==> config.mk <==
export PLATFORM = sky130hd
export DESIGN_NAME = lsp_lap
export DESIGN_NICKNAME = d
export VERILOG_FILES = /design/src/rtl/lsp_pkg.sv /design/src/rtl/lsp_lap.sv
export SDC_FILE = /design/constraint.sdc
export NUM_CORES = 1
export LEC_CHECK = 0
export BUFFER_PORTS_ARGS = -buffer_cell sky130_fd_sc_hd__buf_2
export CAP_MARGIN = 20
export CORE_ASPECT_RATIO = 1.25
export CORE_MARGIN = 5
export CORE_UTILIZATION = 40
export DETAILED_ROUTE_END_ITERATION = 10
export PLACE_DENSITY = 0.7
export SYNTH_ARGS = -nofsm -noshare
export SYNTH_HDL_FRONTEND = slang
export SYNTH_SLANG_ARGS = --single-unit
export TNS_END_PERCENT = 1
==> constraint.sdc <==
create_clock -name vclk -period 7.1
set_clock_uncertainty 0.2 [all_clocks]
set_input_delay 0 -clock vclk [all_inputs]
set_output_delay 0 -clock vclk [all_outputs]
set_load 0.02 [all_outputs]
==> src/rtl/lsp_pkg.sv <==
`timescale 1ns / 1ps
// ----------------------------------------------------------------------------
// lsp_pkg: shared constants and types of the five-point laplacian
// widths, register indexes, input kinds and the neighbor flag bundle
// ----------------------------------------------------------------------------
package lsp_pkg;

	localparam int MAX_WIDTH  = 1024;
	localparam int PIXEL_BITS = 8;

	// configuration register widths as the register map fixes them
	localparam int CFG_W_BITS    = 11;
	localparam int CFG_H_BITS    = 16;
	localparam int CFG_DATA_BITS = 16;
	localparam int CFG_IDX_BITS  = 1;

	localparam logic [CFG_IDX_BITS-1:0] REG_FRAME_WIDTH  = 1'b0;
	localparam logic [CFG_IDX_BITS-1:0] REG_FRAME_HEIGHT = 1'b1;

	localparam logic [CFG_W_BITS-1:0] FRAME_WIDTH_RST  = CFG_W_BITS'(1024);
	localparam logic [CFG_H_BITS-1:0] FRAME_HEIGHT_RST = CFG_H_BITS'(1024);

	// counter and field widths
	localparam int COL_BITS = $clog2(MAX_WIDTH);
	localparam int WID_BITS = $clog2(MAX_WIDTH + 1);
	localparam int LAG_BITS = $clog2(MAX_WIDTH + 2);
	localparam int ROW_BITS = CFG_H_BITS + 1;
	localparam int LAP_BITS = PIXEL_BITS + 3;

	localparam logic signed [LAP_BITS-1:0] LAP_MAX = LAP_BITS'(4 * ((1 << PIXEL_BITS) - 1));
	localparam logic signed [LAP_BITS-1:0] LAP_MIN = -LAP_MAX;

	// input kinds carried on s_tuser
	localparam logic OP_PIXEL = 1'b0;
	localparam logic OP_DRAIN = 1'b1;

	// result word layout
	localparam int OUT_COL_LSB    = LAP_BITS;
	localparam int OUT_ROW_LSB    = LAP_BITS + COL_BITS;
	localparam int OUT_USED_BITS  = LAP_BITS + COL_BITS + CFG_H_BITS;
	localparam int OUT_DATA_BITS  = ((OUT_USED_BITS + 7) / 8) * 8;
	localparam int IN_DATA_BITS   = ((PIXEL_BITS + 7) / 8) * 8;

	// which neighbors of the result pixel lie inside the frame
	typedef struct packed {
		logic left;
		logic right;
		logic up;
		logic down;
	} nbr_flags_t;

endpackage

==> src/rtl/lsp_lap.sv <==
`timescale 1ns / 1ps
// ----------------------------------------------------------------------------
// lsp_lap: five-point stencil arithmetic
// masks out-of-frame neighbors and forms their sum minus four times centre
// ----------------------------------------------------------------------------
module lsp_lap (
	input  lsp_pkg::nbr_flags_t                     flags,
	input  logic [lsp_pkg::PIXEL_BITS-1:0]          left,
	input  logic [lsp_pkg::PIXEL_BITS-1:0]          right,
	input  logic [lsp_pkg::PIXEL_BITS-1:0]          up,
	input  logic [lsp_pkg::PIXEL_BITS-1:0]          down,
	input  logic [lsp_pkg::PIXEL_BITS-1:0]          centre,
	output logic signed [lsp_pkg::LAP_BITS-1:0]     lap
);

	import lsp_pkg::*;

	logic [PIXEL_BITS-1:0] left_m, right_m, up_m, down_m;
	logic [PIXEL_BITS+1:0] nbr_sum;

	assign left_m  = flags.left  ? left  : '0;
	assign right_m = flags.right ? right : '0;
	assign up_m    = flags.up    ? up    : '0;
	assign down_m  = flags.down  ? down  : '0;

	assign nbr_sum = (PIXEL_BITS+2)'(left_m) + (PIXEL_BITS+2)'(right_m)
		+ (PIXEL_BITS+2)'(up_m) + (PIXEL_BITS+2)'(down_m);

	assign lap = $signed(LAP_BITS'(nbr_sum)) - $signed(LAP_BITS'({centre, 2'b00}));

endmodule

==> impl_table.tex <==
\begin{tabular}{lr}
\hline
Metric & Value \\
\hline
\multicolumn{2}{l}{\textbf{Flow run}} \\
\quad Max-capacitance violation count & 0 \\
\multicolumn{2}{l}{\textbf{Floorplanning}} \\
\quad Ports & 55 \\
\quad Placeable core region & 0.00292 mm2 \\
\quad Area enclosed by the die boundary & 0.00424 mm2 \\
\quad Floorplan die height & 71.6 um \\
\quad Effective utilization at floorplan & 0.416 \\
\quad Floorplan die width & 59.3 um \\
\quad Cell Rows & 22 \\
\multicolumn{2}{l}{\textbf{Finish}} \\
\quad Final standard cell count with taps included and fillers excluded & 236 \\
\quad Clock buffer count in the final layout & 0 \\
\quad Fraction of final layout cells sized beyond drive strength 1 & 0.310 \\
\quad Post-route design area & between 0.0015 and 0.002 mm2 \\
\quad Core Util, Final & 0.526 \\
\quad Antenna diode count & 0 \\
\quad Layout fillers & 300 \\
\quad Growth of design area from synthesis to finish & 26.4\% \\
\quad Count of sequential standard cells & 0 \\
\quad Number of nets at the end of the flow & 282 \\
\quad Area taken by flip-flops and latches & 0 um2 \\
\multicolumn{2}{l}{\textbf{Routing}} \\
\quad DRC violations left & 0 \\
\quad Pre-antenna DRT Iters & 4 \\
\quad Per-cell via count in the routed design & 4.78 \\
\quad Total number of vias & 1128 \\
\quad Post-DR wirelength/cell & 10.7 um \\
\quad Count of nets left with antenna violations after detail routing & 0 \\
\quad Detailed-route wire length & about 2500 um \\
\quad Starting DRT DRC Count & 21 \\
\multicolumn{2}{l}{\textbf{STA}} \\
\quad Tightest slew margin relative to the limit & 0.749 \\
\quad Final critical delay including setup and external delays & 3.65 ns \\
\quad Number of hold-slack violations in the final timing report & 0 \\
\quad Highest Clock Rate & around 270 MHz \\
\quad Period Utilization, post-route & 0.515 \\
\quad Worst hold margin & 0.280 ns \\
\quad Setup repair after global routing missed its margin & false \\
\quad Count of final setup violators & 0 \\
\quad Final total negative setup slack & 0 ns \\
\quad Count of final max-slew check failures & 0 \\
\quad Slew at the pin closest to its max-slew limit & 0.377 ns \\
\quad Setup ws final & 3.45 ns \\
\multicolumn{2}{l}{\textbf{Placed design}} \\
\quad Final GP Congestion & 0.783 \\
\quad Post-placement worst setup slack & 3.44 ns \\
\quad Dpl hpwl & 2420 um \\
\quad Number of buffers inserted by port buffering & 55 \\
\quad Total cell area at the placement stage & 0.00153 mm2 \\
\quad Post-placement cell count & 236 \\
\multicolumn{2}{l}{\textbf{Global route}} \\
\quad Layer carrying the most global-route usage & met2 \\
\quad Met3 usage & 0.0216 \\
\quad Met1 usage in global routing & 0.143 \\
\quad Total global routing track utilization & 0.119 \\
\quad Vias in the first global route & 1120 \\
\quad GR met2 Demand/Resource & 0.226 \\
\quad First-pass GRT wire length & approximately 4300 um \\
\quad Largest net degree at the start of global routing & 9 \\
\quad Initial antenna violation count & 0 \\
\quad Grt total ovfl & 0 \\
\multicolumn{2}{l}{\textbf{Critical path}} \\
\quad Signal arrival time at the worst endpoint & 3.45 ns \\
\quad Critical path type & input port to output pin \\
\quad Max Fanout on Critical Path & 8 \\
\quad Capturing element type of the critical path & output pin \\
\quad Required time of the worst setup path & 6.90 ns \\
\quad Startpoint class of the critical path & input port \\
\multicolumn{2}{l}{\textbf{CTS}} \\
\quad Resized cells post-CTS & 0 \\
\quad Hold buffers post-CTS & 0 \\
\quad Number of post-CTS setup repair buffers & 0 \\
\multicolumn{2}{l}{\textbf{Yosys}} \\
\quad Synthesized area & 0.00121 mm2 \\
\quad Post-synthesis area per instance & 8.37 um2 \\
\quad Number of synthesis warnings & 0 \\
\quad Mapped Nets & 225 \\
\quad Instance count of the mapped netlist & 145 \\
\quad Number of unique standard cell types used by synthesis & 26 \\
\quad Sequential-to-total area share from yosys stat & 0 \\
\multicolumn{2}{l}{\textbf{Pwr}} \\
\quad Power share of the sequential group & 0 \\
\quad Part of the total power dissipated in the clock network & 0 \\
\quad Switching power & 0.216 mW \\
\quad Static leakage power & 0.899 nW \\
\quad Worst IR Drop VDD & 0.234 mV \\
\quad Cell Int Power & around 0.15 mW \\
\quad Net switching fraction of the power & 0.589 \\
\quad Power per cell area & 239 mW/mm2 \\
\quad Overall power after layout & 0.366 mW \\
\quad Share of total power in combinational logic & 1.000 \\
\multicolumn{2}{l}{\textbf{Run status}} \\
\quad Result of the run & finished, final reports clean \\
\multicolumn{2}{l}{\textbf{Min path}} \\
\quad Worst hold path type & input port to output pin \\
\hline
\end{tabular}
-- worst max-delay path: stages --
cell and delay, ns:
buf_2 0.14, and2_1 0.16, fa_1 0.48, fa_1 0.55, inv_1 0.06, fa_1 0.54
inv_1 0.07, fa_1 0.45, a21oi_1 0.20, o211ai_1 0.14, o41ai_1 0.32, xnor2_1 0.15
buf_2 0.18
-- synth_stat cells, types with 2 or more instances --
cell	n	area [um2]
nor3_2	2	20.0
a21oi_1	3	15.0
and3_4	2	22.5
xnor2_1	4	35.0
and2_1	17	106
nand3_1	3	15.0
nand2_1	16	60.1
nor3_1	3	15.0
ha_1	15	188
inv_1	37	139
fa_1	21	420
xor2_1	3	26.3
nor2_1	5	18.8
a21o_1	2	15.0
-- kinds of logic after synthesis --
logic type / Yosys count / synth area share
fa+ha+maj: 36 / 0.501
mux: 1 / 0.00825
xor+xnor: 7 / 0.0505
simple gates: 52 / 0.234
buf+inv: 37 / 0.114
compound gates: 12 / 0.0917
-- cell usage in the layout (no fill, tap or decap), types with 3 or more instances in the layout --
| cell | Yosys | layout |
|---|---|---|
| nor2_1 | 5 | 5 |
| nand2_1 | 16 | 16 |
| xnor2_1 | 4 | 4 |
| inv_1 | 37 | 37 |
| fa_1 | 21 | 21 |
| buf_2 | 0 | 55 |
| nor3_1 | 3 | 3 |
| ha_1 | 15 | 15 |
| a21oi_1 | 3 | 3 |
| nand3_1 | 3 | 3 |
| xor2_1 | 3 | 3 |
| and2_1 | 17 | 17 |
-- routing by layer --
layer  wire (um)  share of wire
met1         933           0.37
met2        1280           0.51
met3         311           0.12
met4           0              0
met5           0              0
-- power by group through the flow --
stage / combinational (mW) / sequential, mW / clock (mW)
CTS: 0.374 / 0 / 0
global placement: 0.368 / 0 / 0
global route: 0.412 / 0 / 0
finish: 0.366 / 0 / 0
detailed placement: 0.373 / 0 / 0
floorplan: 0.279 / 0 / 0
-- final cells by class --
cell class | instances | area [um2] | share of cell area
Inverter | 37 | 139 | 0.0905
Multi-Input combinational cell | 108 | 1070 | 0.701
Tap cell | 36 | 45.0 | 0.0294
Timing Repair Buffer | 55 | 275 | 0.179
-- worst paths after layout --
path	startpoint	endpoint	slack, ns	cells after the start
worst min-delay path	down[0]	lap[0]	0.28	4
worst max-delay path	flags[3]	lap[9]	3.45	13
No activity file was read; power rests on OpenSTA's default activity.
